## src/sv/ngfe_pkg.sv

```systemverilog
package ngfe_pkg;

    localparam int FRAC_DIGITS = 5;
    localparam int FRAC_W      = 3;
    localparam int ACC_W       = 32;
    localparam int SUM_W       = ACC_W + 5;
    localparam int POW_W       = 20;
    localparam int HDR_LEN     = 6;
    localparam int TIME_DIGITS = 6;
    localparam int FCC_W       = 5;

    localparam logic [4:0] HOUR_SHIFT_RESET = 5'd5;
    localparam logic [5:0] HOURS_PER_DAY    = 6'd24;
    localparam logic [7:0] MAX_MIN_SEC      = 8'd59;
    localparam logic [FCC_W-1:0] FCC_MAX    = '1;

    localparam logic [7:0] CH_COMMA = 8'h2C;
    localparam logic [7:0] CH_MINUS = 8'h2D;
    localparam logic [7:0] CH_POINT = 8'h2E;

    localparam logic [7:0] HDR [0:HDR_LEN-1] = '{8'h24, 8'h47, 8'h4E, 8'h47, 8'h47, 8'h41};

    localparam logic [POW_W-1:0] POW10_TAB [0:6] = '{
        20'd1, 20'd10, 20'd100, 20'd1000, 20'd10000, 20'd100000, 20'd1000000
    };

    typedef enum logic [2:0] {
        PH_HUNT   = 3'd0,
        PH_COMMAS = 3'd1,
        PH_TIME   = 3'd2,
        PH_LAT    = 3'd3,
        PH_LONG   = 3'd4
    } phase_t;

    typedef enum logic [1:0] {
        KIND_TIME  = 2'd0,
        KIND_LAT   = 2'd1,
        KIND_LONG  = 2'd2,
        KIND_EMPTY = 2'd3
    } kind_t;

    typedef struct packed {
        kind_t             kind;
        logic [4:0]        local_hour;
        logic [5:0]        minutes;
        logic [5:0]        seconds;
        logic [ACC_W-1:0]  coord_magnitude;
        logic              coord_negative;
    } result_t;

    function automatic logic [4:0] tens_mod24(input logic [3:0] d);
        logic [4:0] r;
        case (d)
            4'd0:    r = 5'd0;
            4'd1:    r = 5'd10;
            4'd2:    r = 5'd20;
            4'd3:    r = 5'd6;
            4'd4:    r = 5'd16;
            4'd5:    r = 5'd2;
            4'd6:    r = 5'd12;
            4'd7:    r = 5'd22;
            4'd8:    r = 5'd8;
            4'd9:    r = 5'd18;
            4'd10:   r = 5'd4;
            4'd11:   r = 5'd14;
            4'd12:   r = 5'd0;
            4'd13:   r = 5'd10;
            4'd14:   r = 5'd20;
            default: r = 5'd6;
        endcase
        return r;
    endfunction

    function automatic logic [4:0] local_hour_of(input logic [3:0] d_hi,
                                                 input logic [3:0] d_lo,
                                                 input logic [4:0] offset);
        logic [5:0] t;
        logic [5:0] h;
        logic [5:0] o;
        logic [5:0] l;
        t = {1'b0, tens_mod24(d_hi)} + {2'b00, d_lo};
        h = (t >= HOURS_PER_DAY) ? t - HOURS_PER_DAY : t;
        o = ({1'b0, offset} >= HOURS_PER_DAY) ? {1'b0, offset} - HOURS_PER_DAY
                                                : {1'b0, offset};
        l = h + HOURS_PER_DAY - o;
        if (l >= HOURS_PER_DAY) begin
            l = l - HOURS_PER_DAY;
        end
        return l[4:0];
    endfunction

    function automatic logic [5:0] min_sec_of(input logic [3:0] d_hi,
                                              input logic [3:0] d_lo);
        logic [7:0] v;
        v = {1'b0, d_hi, 3'b000} + {3'b000, d_hi, 1'b0} + {4'b0000, d_lo};
        return (v > MAX_MIN_SEC) ? MAX_MIN_SEC[5:0] : v[5:0];
    endfunction

    function automatic logic [ACC_W-1:0] sat_acc(input logic [SUM_W-1:0] v);
        return (v[SUM_W-1:ACC_W] != '0) ? '1 : v[ACC_W-1:0];
    endfunction

endpackage

```

## src/sv/ngfe_in_stage.sv

```systemverilog
module ngfe_in_stage (
    input  logic       aclk,
    input  logic       aresetn,
    input  logic       s_valid,
    output logic       s_ready,
    input  logic [7:0] s_rx_byte,
    input  logic       take,
    output logic       byte_valid,
    output logic [7:0] rx_byte
);

    logic       valid_reg;
    logic       valid_next;
    logic [7:0] byte_reg;

    assign s_ready = !valid_reg || take;

    always_comb begin
        if (s_valid && s_ready) begin
            valid_next = 1'b1;
        end else if (take) begin
            valid_next = 1'b0;
        end else begin
            valid_next = valid_reg;
        end
    end

    always_ff @(posedge aclk) begin
        if (!aresetn) begin
            valid_reg <= 1'b0;
        end else begin
            valid_reg <= valid_next;
        end
    end

    always_ff @(posedge aclk) begin
        if (s_valid && s_ready) begin
            byte_reg <= s_rx_byte;
        end
    end

    assign byte_valid = valid_reg;
    assign rx_byte    = byte_reg;

endmodule

```

## src/sv/ngfe_parser.sv

```systemverilog
module ngfe_parser (
    input  logic              aclk,
    input  logic              aresetn,
    input  logic              byte_valid,
    input  logic [7:0]        rx_byte,
    input  logic              out_free,
    input  logic [4:0]        hour_shift,
    output logic              take,
    output logic              load,
    output ngfe_pkg::result_t result
);

    import ngfe_pkg::*;

    phase_t             phase_reg, phase_next;
    logic [2:0]         hp_reg, hp_next;
    logic [2:0]         comma_reg, comma_next;
    logic [FCC_W-1:0]   fcc_reg, fcc_next;
    logic [ACC_W-1:0]   acc_reg, acc_next;
    logic [FRAC_W-1:0]  fdc_reg, fdc_next;
    logic               point_reg, point_next;
    logic               minus_reg, minus_next;
    logic [3:0]         td_reg [0:TIME_DIGITS-1];

    logic               is_comma, is_minus, is_point;
    logic               hdr_match;
    logic [2:0]         comma_inc;
    logic [FCC_W-1:0]   fcc_bump;
    logic [FRAC_W-1:0]  fdc_inc;
    logic [POW_W+3:0]   int_term, frac_term;
    logic [SUM_W-1:0]   int_sum, frac_sum;
    logic               emit;
    logic               td_we;
    result_t            res;

    assign is_comma  = (rx_byte == CH_COMMA);
    assign is_minus  = (rx_byte == CH_MINUS);
    assign is_point  = (rx_byte == CH_POINT);
    assign hdr_match = (hp_reg < 3'(HDR_LEN)) && (rx_byte == HDR[hp_reg]);
    assign comma_inc = comma_reg + 3'd1;
    assign fcc_bump  = (fcc_reg == FCC_MAX) ? fcc_reg : fcc_reg + 5'd1;
    assign fdc_inc   = fdc_reg + 3'd1;

    assign int_term  = {{POW_W{1'b0}}, rx_byte[3:0]}
                     * {4'b0000, POW10_TAB[FRAC_DIGITS]};
    assign frac_term = {{POW_W{1'b0}}, rx_byte[3:0]}
                     * {4'b0000, POW10_TAB[3'(FRAC_DIGITS) - fdc_inc]};

    assign int_sum  = {2'b00, acc_reg, 3'b000} + {4'b0000, acc_reg, 1'b0}
                    + SUM_W'(int_term);
    assign frac_sum = {5'b00000, acc_reg} + SUM_W'(frac_term);

    always_comb begin
        phase_next = phase_reg;
        unique case (phase_reg)
            PH_COMMAS: begin
                if (is_comma) begin
                    if (comma_inc == 3'd1) begin
                        phase_next = PH_TIME;
                    end else if (comma_inc == 3'd2) begin
                        phase_next = PH_LAT;
                    end else if (comma_inc == 3'd4) begin
                        phase_next = PH_LONG;
                    end
                end else begin
                    if (comma_reg == 3'd1) begin
                        phase_next = PH_TIME;
                    end else if (comma_reg == 3'd2) begin
                        phase_next = PH_LAT;
                    end else if (comma_reg == 3'd4) begin
                        phase_next = PH_LONG;
                    end
                end
            end
            PH_TIME: begin
                if (is_comma) begin
                    phase_next = PH_LAT;
                end
            end
            PH_LAT: begin
                if (is_comma) begin
                    phase_next = PH_COMMAS;
                end
            end
            PH_LONG: begin
                if (is_comma) begin
                    phase_next = PH_HUNT;
                end
            end
            default: begin
                if (hdr_match && hp_reg == 3'(HDR_LEN - 1)) begin
                    phase_next = PH_COMMAS;
                end else begin
                    phase_next = PH_HUNT;
                end
            end
        endcase
    end

    always_comb begin
        hp_next    = hp_reg;
        comma_next = comma_reg;
        fcc_next   = fcc_reg;
        acc_next   = acc_reg;
        fdc_next   = fdc_reg;
        point_next = point_reg;
        minus_next = minus_reg;
        emit       = 1'b0;
        td_we      = 1'b0;
        res        = '0;
        unique case (phase_reg)
            PH_COMMAS: begin
                if (is_comma) begin
                    comma_next = comma_inc;
                end
            end
            PH_TIME: begin
                if (!is_comma) begin
                    fcc_next = fcc_bump;
                    td_we    = (fcc_reg < 5'(TIME_DIGITS));
                end else begin
                    comma_next = comma_inc;
                    emit       = 1'b1;
                    if (fcc_reg == '0) begin
                        res.kind = KIND_EMPTY;
                    end else begin
                        res.kind       = KIND_TIME;
                        res.local_hour = local_hour_of(td_reg[0], td_reg[1], hour_shift);
                        res.minutes    = min_sec_of(td_reg[2], td_reg[3]);
                        res.seconds    = min_sec_of(td_reg[4], td_reg[5]);
                    end
                    fcc_next   = '0;
                    acc_next   = '0;
                    fdc_next   = '0;
                    point_next = 1'b0;
                    minus_next = 1'b0;
                end
            end
            PH_LAT, PH_LONG: begin
                if (is_comma) begin
                    emit = 1'b1;
                    if (fcc_reg == '0) begin
                        res.kind = KIND_EMPTY;
                    end else begin
                        res.kind            = (phase_reg == PH_LAT) ? KIND_LAT : KIND_LONG;
                        res.coord_magnitude = acc_reg;
                        res.coord_negative  = minus_reg && (acc_reg != '0);
                    end
                    if (phase_reg == PH_LAT) begin
                        comma_next = comma_inc;
                    end else begin
                        comma_next = '0;
                        hp_next    = '0;
                    end
                    fcc_next   = '0;
                    acc_next   = '0;
                    fdc_next   = '0;
                    point_next = 1'b0;
                    minus_next = 1'b0;
                end else if (is_minus) begin
                    minus_next = 1'b1;
                end else if (is_point) begin
                    fcc_next   = fcc_bump;
                    point_next = 1'b1;
                end else begin
                    fcc_next = fcc_bump;
                    if (!point_reg) begin
                        acc_next = sat_acc(int_sum);
                    end else if (fdc_reg < 3'(FRAC_DIGITS)) begin
                        fdc_next = fdc_inc;
                        acc_next = sat_acc(frac_sum);
                    end
                end
            end
            default: begin
                if (hdr_match) begin
                    if (hp_reg == 3'(HDR_LEN - 1)) begin
                        hp_next    = '0;
                        comma_next = '0;
                        fcc_next   = '0;
                        acc_next   = '0;
                        fdc_next   = '0;
                        point_next = 1'b0;
                        minus_next = 1'b0;
                    end else begin
                        hp_next = hp_reg + 3'd1;
                    end
                end else begin
                    hp_next = '0;
                end
            end
        endcase
    end

    assign take   = byte_valid && (!emit || out_free);
    assign load   = take && emit;
    assign result = res;

    always_ff @(posedge aclk) begin
        if (!aresetn) begin
            phase_reg <= PH_HUNT;
            hp_reg    <= '0;
            comma_reg <= '0;
            fcc_reg   <= '0;
            acc_reg   <= '0;
            fdc_reg   <= '0;
            point_reg <= 1'b0;
            minus_reg <= 1'b0;
        end else if (take) begin
            phase_reg <= phase_next;
            hp_reg    <= hp_next;
            comma_reg <= comma_next;
            fcc_reg   <= fcc_next;
            acc_reg   <= acc_next;
            fdc_reg   <= fdc_next;
            point_reg <= point_next;
            minus_reg <= minus_next;
        end
    end

    always_ff @(posedge aclk) begin
        if (take && td_we) begin
            td_reg[fcc_reg[2:0]] <= rx_byte[3:0];
        end
    end

endmodule

```

## src/sv/ngfe_out_stage.sv

```systemverilog
module ngfe_out_stage (
    input  logic              aclk,
    input  logic              aresetn,
    input  logic              load,
    input  ngfe_pkg::result_t result,
    output logic              out_free,
    output logic              m_valid,
    input  logic              m_ready,
    output logic [1:0]        m_result_kind,
    output logic [4:0]        m_local_hour,
    output logic [5:0]        m_minutes,
    output logic [5:0]        m_seconds,
    output logic [31:0]       m_coord_magnitude,
    output logic              m_coord_negative
);

    import ngfe_pkg::*;

    logic    valid_reg;
    logic    valid_next;
    result_t res_reg;

    assign out_free = !valid_reg || m_ready;

    always_comb begin
        if (load) begin
            valid_next = 1'b1;
        end else if (m_ready) begin
            valid_next = 1'b0;
        end else begin
            valid_next = valid_reg;
        end
    end

    always_ff @(posedge aclk) begin
        if (!aresetn) begin
            valid_reg <= 1'b0;
        end else begin
            valid_reg <= valid_next;
        end
    end

    always_ff @(posedge aclk) begin
        if (load) begin
            res_reg <= result;
        end
    end

    assign m_valid           = valid_reg;
    assign m_result_kind     = res_reg.kind;
    assign m_local_hour      = res_reg.local_hour;
    assign m_minutes         = res_reg.minutes;
    assign m_seconds         = res_reg.seconds;
    assign m_coord_magnitude = res_reg.coord_magnitude;
    assign m_coord_negative  = res_reg.coord_negative;

endmodule

```

## src/sv/nmea_gga_field_extractor.sv

```systemverilog
// Path: a byte accepted on s_valid is held in the input register; a byte that closes
// a field then has its result registered in the result register and shown on m_valid.
// Throughput: one byte per cycle; the parser state register advances once per byte,
// and a byte that closes a field waits only while a result is held on m_valid.
// Reset: aresetn is synchronous, active low; it restarts the header hunt,
// clears all counters and the accumulator, and sets the UTC offset to 5.
module nmea_gga_field_extractor (
    input  logic        aclk,
    input  logic        aresetn,
    input  logic        cfg_valid,
    output logic        cfg_ready,
    input  logic [4:0]  cfg_data,
    input  logic        s_valid,
    output logic        s_ready,
    input  logic [7:0]  s_rx_byte,
    output logic        m_valid,
    input  logic        m_ready,
    output logic [1:0]  m_result_kind,
    output logic [4:0]  m_local_hour,
    output logic [5:0]  m_minutes,
    output logic [5:0]  m_seconds,
    output logic [31:0] m_coord_magnitude,
    output logic        m_coord_negative
);

    import ngfe_pkg::*;

    logic       cfg_we;
    logic [4:0] hour_shift_reg;
    logic       byte_valid;
    logic [7:0] rx_byte;
    logic       take;
    logic       load;
    logic       out_free;
    result_t    result;

    assign cfg_ready = 1'b1;
    assign cfg_we    = cfg_valid && cfg_ready;

    always_ff @(posedge aclk) begin
        if (!aresetn) begin
            hour_shift_reg <= HOUR_SHIFT_RESET;
        end else if (cfg_we) begin
            hour_shift_reg <= cfg_data;
        end
    end

    ngfe_in_stage u_in_stage (
        .aclk       (aclk),
        .aresetn    (aresetn),
        .s_valid    (s_valid),
        .s_ready    (s_ready),
        .s_rx_byte  (s_rx_byte),
        .take       (take),
        .byte_valid (byte_valid),
        .rx_byte    (rx_byte)
    );

    ngfe_parser u_parser (
        .aclk       (aclk),
        .aresetn    (aresetn),
        .byte_valid (byte_valid),
        .rx_byte    (rx_byte),
        .out_free   (out_free),
        .hour_shift (hour_shift_reg),
        .take       (take),
        .load       (load),
        .result     (result)
    );

    ngfe_out_stage u_out_stage (
        .aclk              (aclk),
        .aresetn           (aresetn),
        .load              (load),
        .result            (result),
        .out_free          (out_free),
        .m_valid           (m_valid),
        .m_ready           (m_ready),
        .m_result_kind     (m_result_kind),
        .m_local_hour      (m_local_hour),
        .m_minutes         (m_minutes),
        .m_seconds         (m_seconds),
        .m_coord_magnitude (m_coord_magnitude),
        .m_coord_negative  (m_coord_negative)
    );

endmodule

```

## config.mk

```make
export PLATFORM = sky130hd
export DESIGN_NAME = nmea_gga_field_extractor
export DESIGN_NICKNAME = d
export VERILOG_FILES = /design/src/sv/ngfe_pkg.sv /design/src/sv/ngfe_in_stage.sv /design/src/sv/ngfe_parser.sv /design/src/sv/ngfe_out_stage.sv /design/src/sv/nmea_gga_field_extractor.sv
export SDC_FILE = /design/constraint.sdc
export NUM_CORES = 1
export LEC_CHECK = 0
export BUFFER_PORTS_ARGS = -buffer_cell sky130_fd_sc_hd__buf_2
export CAP_MARGIN = 20
export CORE_UTILIZATION = 23
export DETAILED_ROUTE_END_ITERATION = 10
export SKIP_LAST_GASP = 1
export SYNTH_ARGS = -nofsm -noshare
export SYNTH_HDL_FRONTEND = slang
export SYNTH_HIERARCHICAL = 1
export SYNTH_SLANG_ARGS = --single-unit
```

## constraint.sdc

```tcl
create_clock -name aclk -period 6.7 [get_ports aclk]
set_input_delay 0.67 -clock aclk [delete_from_list [all_inputs] [get_ports aclk]]
set_output_delay 0.67 -clock aclk [all_outputs]
set_load 0.1 [all_outputs]
```

After elaboration in Yosys (flattened, before gate mapping)
Memory sizes are Yosys's and may differ from the RTL's.
Index checks and enable logic that the tools add are counted.
- add/subtract/negate cells: 18
- multipliers: 2
- order comparisons: 10
- equality and inequality tests: 31
- multiplexer cells: 86
- bitwise operators: 7
- reductions and logical operators: 38
- operator list (kind ; number):
    $mux W32 ; 10
    $pmux W32 S3 ; 1
    $mux W3 ; 24
    $mux W5 ; 10
    $mux W20 ; 2
    $add A37 B21 Y37 ; 1
    $add A35 B33 Y36 ; 1
    $add A32 B24 Y33 ; 1
    $reduce_bool A32 Y1 ; 1
    $eq A8 B6 Y1 const B ; 3
    $mul A4 B20 Y24 ; 1
    $mux W6 ; 4
    $mux W1 ; 19
    $mux W19 ; 1
    $mux W17 ; 1
    $add A7 B5 Y8 ; 2
    $add A8 B4 Y8 ; 2
    $gt A8 B6 Y1 const B ; 2
    $mul A4 B12 Y16 const B ; 1
    $mux W8 ; 2
    $pmux W5 S3 ; 1
    $eq A3 B2 Y1 const B ; 4
    $eq A3 B3 Y1 const B ; 4
    $ge A6 B5 Y1 const B ; 2
    other kinds (47) ; 92
- register bits after elaboration: 118
- memory bits (writable): 24
- bits in read-only memories: 288
- input port bits: 18
- output and inout bits: 55
- word-level logic and storage cells: 216
- memories: 4
- memory list (name ; words ; width ; rd ports ; clocked after Yosys merged registers in ; write ports ; RTL line ; source):
    (no name shown) ; 8 ; 20 ; 1 ; 0 ; 0 ; ngfe_parser.sv:47 ; * {4'b0000, POW10_TAB[3'(FRAC_DIGITS) - fdc_inc]};
    (no name shown) ; 8 ; 8 ; 1 ; 0 ; 0 ; ngfe_parser.sv:39 ; assign hdr_match = (hp_reg < 3'(HDR_LEN)) && (rx_byte == HDR[hp_reg]);
    (no name shown) ; 16 ; 4 ; 1 ; 0 ; 0 ; ngfe_pkg.sv:53 ; case (d)
    u_parser.td_reg ; 6 ; 4 ; 6 ; 0 ; 1 ; ngfe_parser.sv:23 ; logic [3:0] td_reg [0:TIME_DIGITS-1];

Depth between registers and ports, before layout
- word-level depth: 16
- mapped depth: 27
- depth with buffers taken out: 24

Hierarchy
The synthesis kept the hierarchy.
- by module, submodules not included (module ; times used ; cells each ; area an instance (µm²) ; sequential area each (µm²)):
    ngfe_parser ; 1 ; 1347 ; 11009.3 ; 1741.7
    ngfe_out_stage ; 1 ; 56 ; 1610.3 ; 1581.5
    ngfe_in_stage ; 1 ; 13 ; 297.8 ; 260.2
    nmea_gga_field_extractor ; 1 ; 18 ; 198.9 ; 100.1

Worst setup path after synthesis
No wires, ideal clock.
- path kind: register to register
- start: reg u_in_stage.byte_reg[1] (netlist: u_in_stage/rx_byte[1])
- end: reg u_parser.acc_reg[13]
- setup time: 0.117 ns
- arrival: 5.749 ns
- required time: 6.583 ns
- setup slack: 0.834 ns
- stages on the path, launching flop included: 27
- buffers on the path: 3
- period minus slack after synthesis: 5.866 ns
- cell sequence: edfxtp_1 > ha_1 > xor2_1 > ha_1 > a21o_1 > ha_1 > a21o_1 > a21oi_1 > o21bai_1 > a21oi_1 > nor2_1 > a31o_2 > a31oi_1 > xnor2_1 > fa_1 > ha_1 > buf_2 > a21o_1 > o21bai_1 > a221oi_2 > o221ai_1 > or3_1 > a221o_1 > buf_6 > buf_6 > o221ai_2 > nand2_1
- cells in the longest elaborated chain, start to end: 10
- elaborated cells between the ends (all ways): 30
- classes of those cells: 2 x add/sub; 2 x mul; 8 x eq/ne; 10 x mux; 8 x reduce/logical
- ends and longest elaborated chain (item ; RTL line ; source):
    from (decl) ; ngfe_in_stage.sv:14 ; logic [7:0] byte_reg;
    from (signal assigned) ; ngfe_in_stage.sv:38 ; byte_reg <= s_rx_byte;
    $mul A4 B20 Y24 ; ngfe_parser.sv:47 ;
    $add A32 B24 Y33 ; ngfe_parser.sv:51 ; assign frac_sum = {5'b00000, acc_reg} + SUM_W'(frac_term);
    $reduce_bool A5 Y1 ; ngfe_pkg.sv:100 ; return (v[SUM_W-1:ACC_W] != '0) ? '1 : v[ACC_W-1:0];
    $mux W32 ; ngfe_pkg.sv:100 ;
    $mux W32 ; ngfe_parser.sv:169 ; end else if (fdc_reg < 3'(FRAC_DIGITS)) begin
    $mux W32 ; ngfe_parser.sv:167 ; if (!point_reg) begin
    $mux W32 ; ngfe_parser.sv:162 ; end else if (is_point) begin
    $mux W32 ; ngfe_parser.sv:160 ; end else if (is_minus) begin
    $mux W32 ; ngfe_parser.sv:140 ; if (is_comma) begin
    $pmux W32 S3 ; ngfe_parser.sv:111 ; unique case (phase_reg)
    to (signal assigned) ; ngfe_parser.sv:214 ; acc_reg <= acc_next;
    to (decl) ; ngfe_parser.sv:19 ; logic [ACC_W-1:0] acc_reg, acc_next;
Several ways; a longest one is shown, not always the timed one. The select of a mux whose other input is x is not followed.
A chain may end at the register's enable or synchronous reset.

Final worst setup path
- start: reg u_in_stage.byte_reg[1] (netlist: u_in_stage/rx_byte[1])
- end: reg u_parser.acc_reg[27]
Same word-level chain as after synthesis.

==> out/results.txt <==
For this run, the top clock speed supported by timing is 157.3 MHz. The sequential cell area fraction in the yosys report was 28.08%. Yosys attributes the largest share of cell area to sky130_fd_sc_hd__edfxtp_1 (19%), sky130_fd_sc_hd__ha_1 (14%), sky130_fd_sc_hd__fa_1 (11%). The H-tree was split into 4 levels.

In this run the vertical extent of the chip is 240.8 um. Counting flops with a built-in enable in the synthesized netlist gives 84. During I/O placement, the number of pins put on the boundary was 73. The area share of the largest cell type after synthesis came out at 19.23%. The worst setup path startpoint is u_in_stage/rx_byte[1]. After clock tree synthesis, the clock-pin slew on the worst setup and hold paths is 0.06 ns. After routing, the total negative slack on setup checks comes to 0 ns. TritonCTS built the clock tree.

For the weighted congestion at the end of routability-driven global placement, the log shows 0.8949. Entering global routing, the biggest net connects 31 pins. Of the cells placed in the final design, the portion with a size suffix greater than 1 is 11.07%. For this block, the routed nets add up to 37640 um of wire. The overall track demand over capacity in global routing is 13.16%. For the worst setup path, the data required time is 7.03 ns. Fill cells in the final layout number 6067. The number of nets in the synthesized netlist is 1677.

Setup slack on the worst reg-to-reg path comes out at 0.34 ns. Dividing the detail-routed via count by the number of cells gives 4.797. The post-cts hold buffer count is 0, and the area of the mapped netlist is 13120 um^2. The number of global-route vias before repair came out at 10580. Synthesis instantiated 82 different standard cells from the library. For the net count of the finished layout, the log shows 1729. The logs give 2 for the maximum root-to-sink buffer count and 0 for the number of failing hold endpoints at the final stage.

The destination of the critical timing path was u_parser/acc_reg[27]. Clock skew on the completed layout was measured at 0.01511 ns. Horizontal die dimension: 240.8 um. The library cell used as clock root buffer is sky130_fd_sc_hd__clkbuf_16. For this design the static power due to leakage is 6.840 nW. The worst register-to-register path ends at u_parser/acc_reg[27]. The first global-routing pass estimated 59080 um of wire. The logs give 6.68 ns for the worst endpoint data arrival time and 10822 for the via count of the routed design. The top cell types in the final layout, fill and taps aside, are sky130_fd_sc_hd__inv_1 (157), sky130_fd_sc_hd__ha_1 (151), sky130_fd_sc_hd__nand2_1 (129). The flop and latch count out of synthesis was 142; the count of clock tree sinks was 142.

The startpoint type of the worst setup path is a flop. The clock period could shrink to 6.357 ns. For the worst-skew pair, the clock arrives at the later sink with an insertion delay of 0.45 ns. The number of max-slew violations in the final report was 0. The area added between synthesis and finish works out to 13.80%. At the pin with the least slew margin, the transition time is 0.8297 ns.

Post-synthesis average cell area: 9.147 um^2. The wire length per cell after detailed routing is 16.69 um. The tools report the max-capacitance violation count as 0. The first detailed-routing pass ran for 5 iterations. In this run the critical register-to-register path is launched from u_in_stage/rx_byte[1]. For this run, design rule violations remaining after detail routing come to 0. Area of placed instances: 14340 um^2. By startpoint and endpoint, the worst setup path is classified as flop to flop. In this run, the number of DRC markers left after iteration 0 of detailed routing was 779. Summed over all layers, the global routing overflow is 0.

Fraction of the cycle the final worst path needs: 94.89%. The number of instances in the synthesized netlist came out at 1434. Effective utilization at floorplan: 23.26%. The startpoint of the most critical hold path was s_rx_byte[4].

The number of antenna violations at the first check in global routing was 3; the post-CTS setup repair buffer count was 0. The run finished with clean final reports. The worst setup path is captured at a flop.

The library cell used most frequently in the layout, excluding fill and tap cells, is sky130_fd_sc_hd__inv_1. Yosys printed 6 warnings. Cell accounting for the most synthesized area: sky130_fd_sc_hd__edfxtp_1.

The die covers 57990 um^2. Setup repair after global routing left no endpoint under its margin. Among all flip-flop cells after synthesis, the most frequent one is sky130_fd_sc_hd__edfxtp_1. The core region is 56390 um^2. The depth of the worst register-to-register path is 25. The min-delay analysis places its worst path in the category input pin to flop. For the final antenna-violating net count, the log shows 0. Counting flops with an async set or reset pin after synthesis yields a share of 0%.

In this run the tightest slew margin relative to its limit is 44.18%. The number of clock buffers added by TritonCTS is 17. The summed area of non-filler cells in the final layout is 14930 um^2.

The tools report the maximum ir drop on the vdd rail as 0.1773 mV. The site row count was 87; the number of port buffers was 71. The tools report the setup violation total in the final timing report as 0.

Of all nets on the critical path, the largest fanout is 17. The half-perimeter wire length after placement is 29420 um, and the cell area power density is 148.2 nW/um^2.
## cell usage after synthesis, drive strengths merged (16+ instances only)
cell,number
a21o,32
a21oi,85
and2,40
and3,27
buf,16
clkbuf,42
dfxtp,58
edfxtp,84
fa,73
ha,152
inv,158
nand2,129
nand2b,19
nand3,30
nand4,16
nor2,92
nor3,34
nor4,27
o21ai,49
o221ai,27
xnor2,45
xor2,30
## worst max-delay path, stage by stage (launching register included)
cell	delay, ns
sky130_fd_sc_hd__edfxtp_1	0.50
sky130_fd_sc_hd__ha_1	0.28
sky130_fd_sc_hd__xor2_1	0.16
sky130_fd_sc_hd__ha_1	0.20
sky130_fd_sc_hd__a21o_1	0.15
sky130_fd_sc_hd__ha_1	0.31
sky130_fd_sc_hd__a21o_1	0.19
sky130_fd_sc_hd__a21oi_1	0.26
sky130_fd_sc_hd__o21bai_1	0.10
sky130_fd_sc_hd__a21oi_1	0.23
sky130_fd_sc_hd__nor2_1	0.12
sky130_fd_sc_hd__a31o_2	0.27
sky130_fd_sc_hd__a31oi_1	0.20
sky130_fd_sc_hd__xnor2_1	0.21
sky130_fd_sc_hd__fa_1	0.47
sky130_fd_sc_hd__ha_1	0.40
sky130_fd_sc_hd__o21ai_0	0.30
sky130_fd_sc_hd__o211ai_1	0.12
sky130_fd_sc_hd__a41oi_1	0.32
sky130_fd_sc_hd__nand2_1	0.09
sky130_fd_sc_hd__o21a_1	0.19
sky130_fd_sc_hd__or3_1	0.31
sky130_fd_sc_hd__a221o_1	0.34
sky130_fd_sc_hd__buf_4	0.22
sky130_fd_sc_hd__nor2_1	0.18
sky130_fd_sc_hd__a211oi_1	0.10
## area by class of cell
| type | count | area (um^2) | share of cell area (%) |
|---|---|---|---|
| Antenna cell | 1 | 2.502 | 0.01676 |
| Sequential cell | 142 | 3684 | 24.68 |
| Inverter | 159 | 596.8 | 3.998 |
| Tap cell | 756 | 945.9 | 6.337 |
| Timing Repair Buffer | 91 | 505.5 | 3.386 |
| Clock buffer | 18 | 429.2 | 2.875 |
| Multi-Input combinational cell | 1075 | 8616 | 57.72 |
| Clock inverter | 14 | 147.6 | 0.9891 |
## layer usage
layer	GRT usage (%)	share of wire, %	wire length (um)
met3	2.356	4.8	1808
met5	0	0	0
met1	17.34	46	17210
met2	21.78	48	17900
met4	4.047	1.9	723
## logic make-up (layout without fill, tap and decap cells)
group / after synthesis / after routing / share of synthesized area (%)
simple gates: 459 / 459 / 17.61
mux: 12 / 12 / 0.9253
fa+ha+maj: 225 / 225 / 25.64
flops: 142 / 142 / 28.08
buf+inv: 217 / 282 / 6.525
compound gates: 303 / 303 / 16.18
other cells: 1 / 2 / 0.02859
xor+xnor: 75 / 75 / 5.008
## worst min-delay path by stage
stage                             to  slack (ns)  depth (start not counted)
2_1_floorplan    u_parser/acc_reg[9]        0.43                          2
3_3_place_gp     u_parser/acc_reg[9]        0.45                          2
3_5_place_dp     u_parser/acc_reg[6]        0.45                          2
4_1_cts        u_in_stage/rx_byte[4]        0.37                          1
5_1_grt        u_in_stage/rx_byte[4]        0.38                          1
6_report       u_in_stage/rx_byte[4]        0.40                          1
## where the power goes
group	leakage, nW	internal, mW	switching [mW]
clock	0.280	0.525	0.420
combinational	5.19	0.126	0.210
sequential	1.37	0.924	0.00742
total	6.84	1.57	0.638
## timing repair
| action | CTS | global route |
|---|---|---|
| gates resized for setup | 0 | 4 |
| hold endpoints to repair | 0 | 0 |
| endpoints found under the setup margin | 0 | 32 |
## stage by stage
step                hold slack, ns  worst slack (ns)  power, mW  std cells  utilization, %
floorplan                   0.4308            0.8340      1.195       1434               -
global placement            0.4476            0.4320      1.278       2223           25.42
detailed placement          0.4532            0.1636      1.283       2223           25.42
CTS                         0.3682            0.1305      2.239       2255           26.45
global route                0.3787           0.01959      2.310       2256           26.47
finish                      0.3960            0.3426      2.212       2256           26.47
Power figures use the tool's default switching activity.
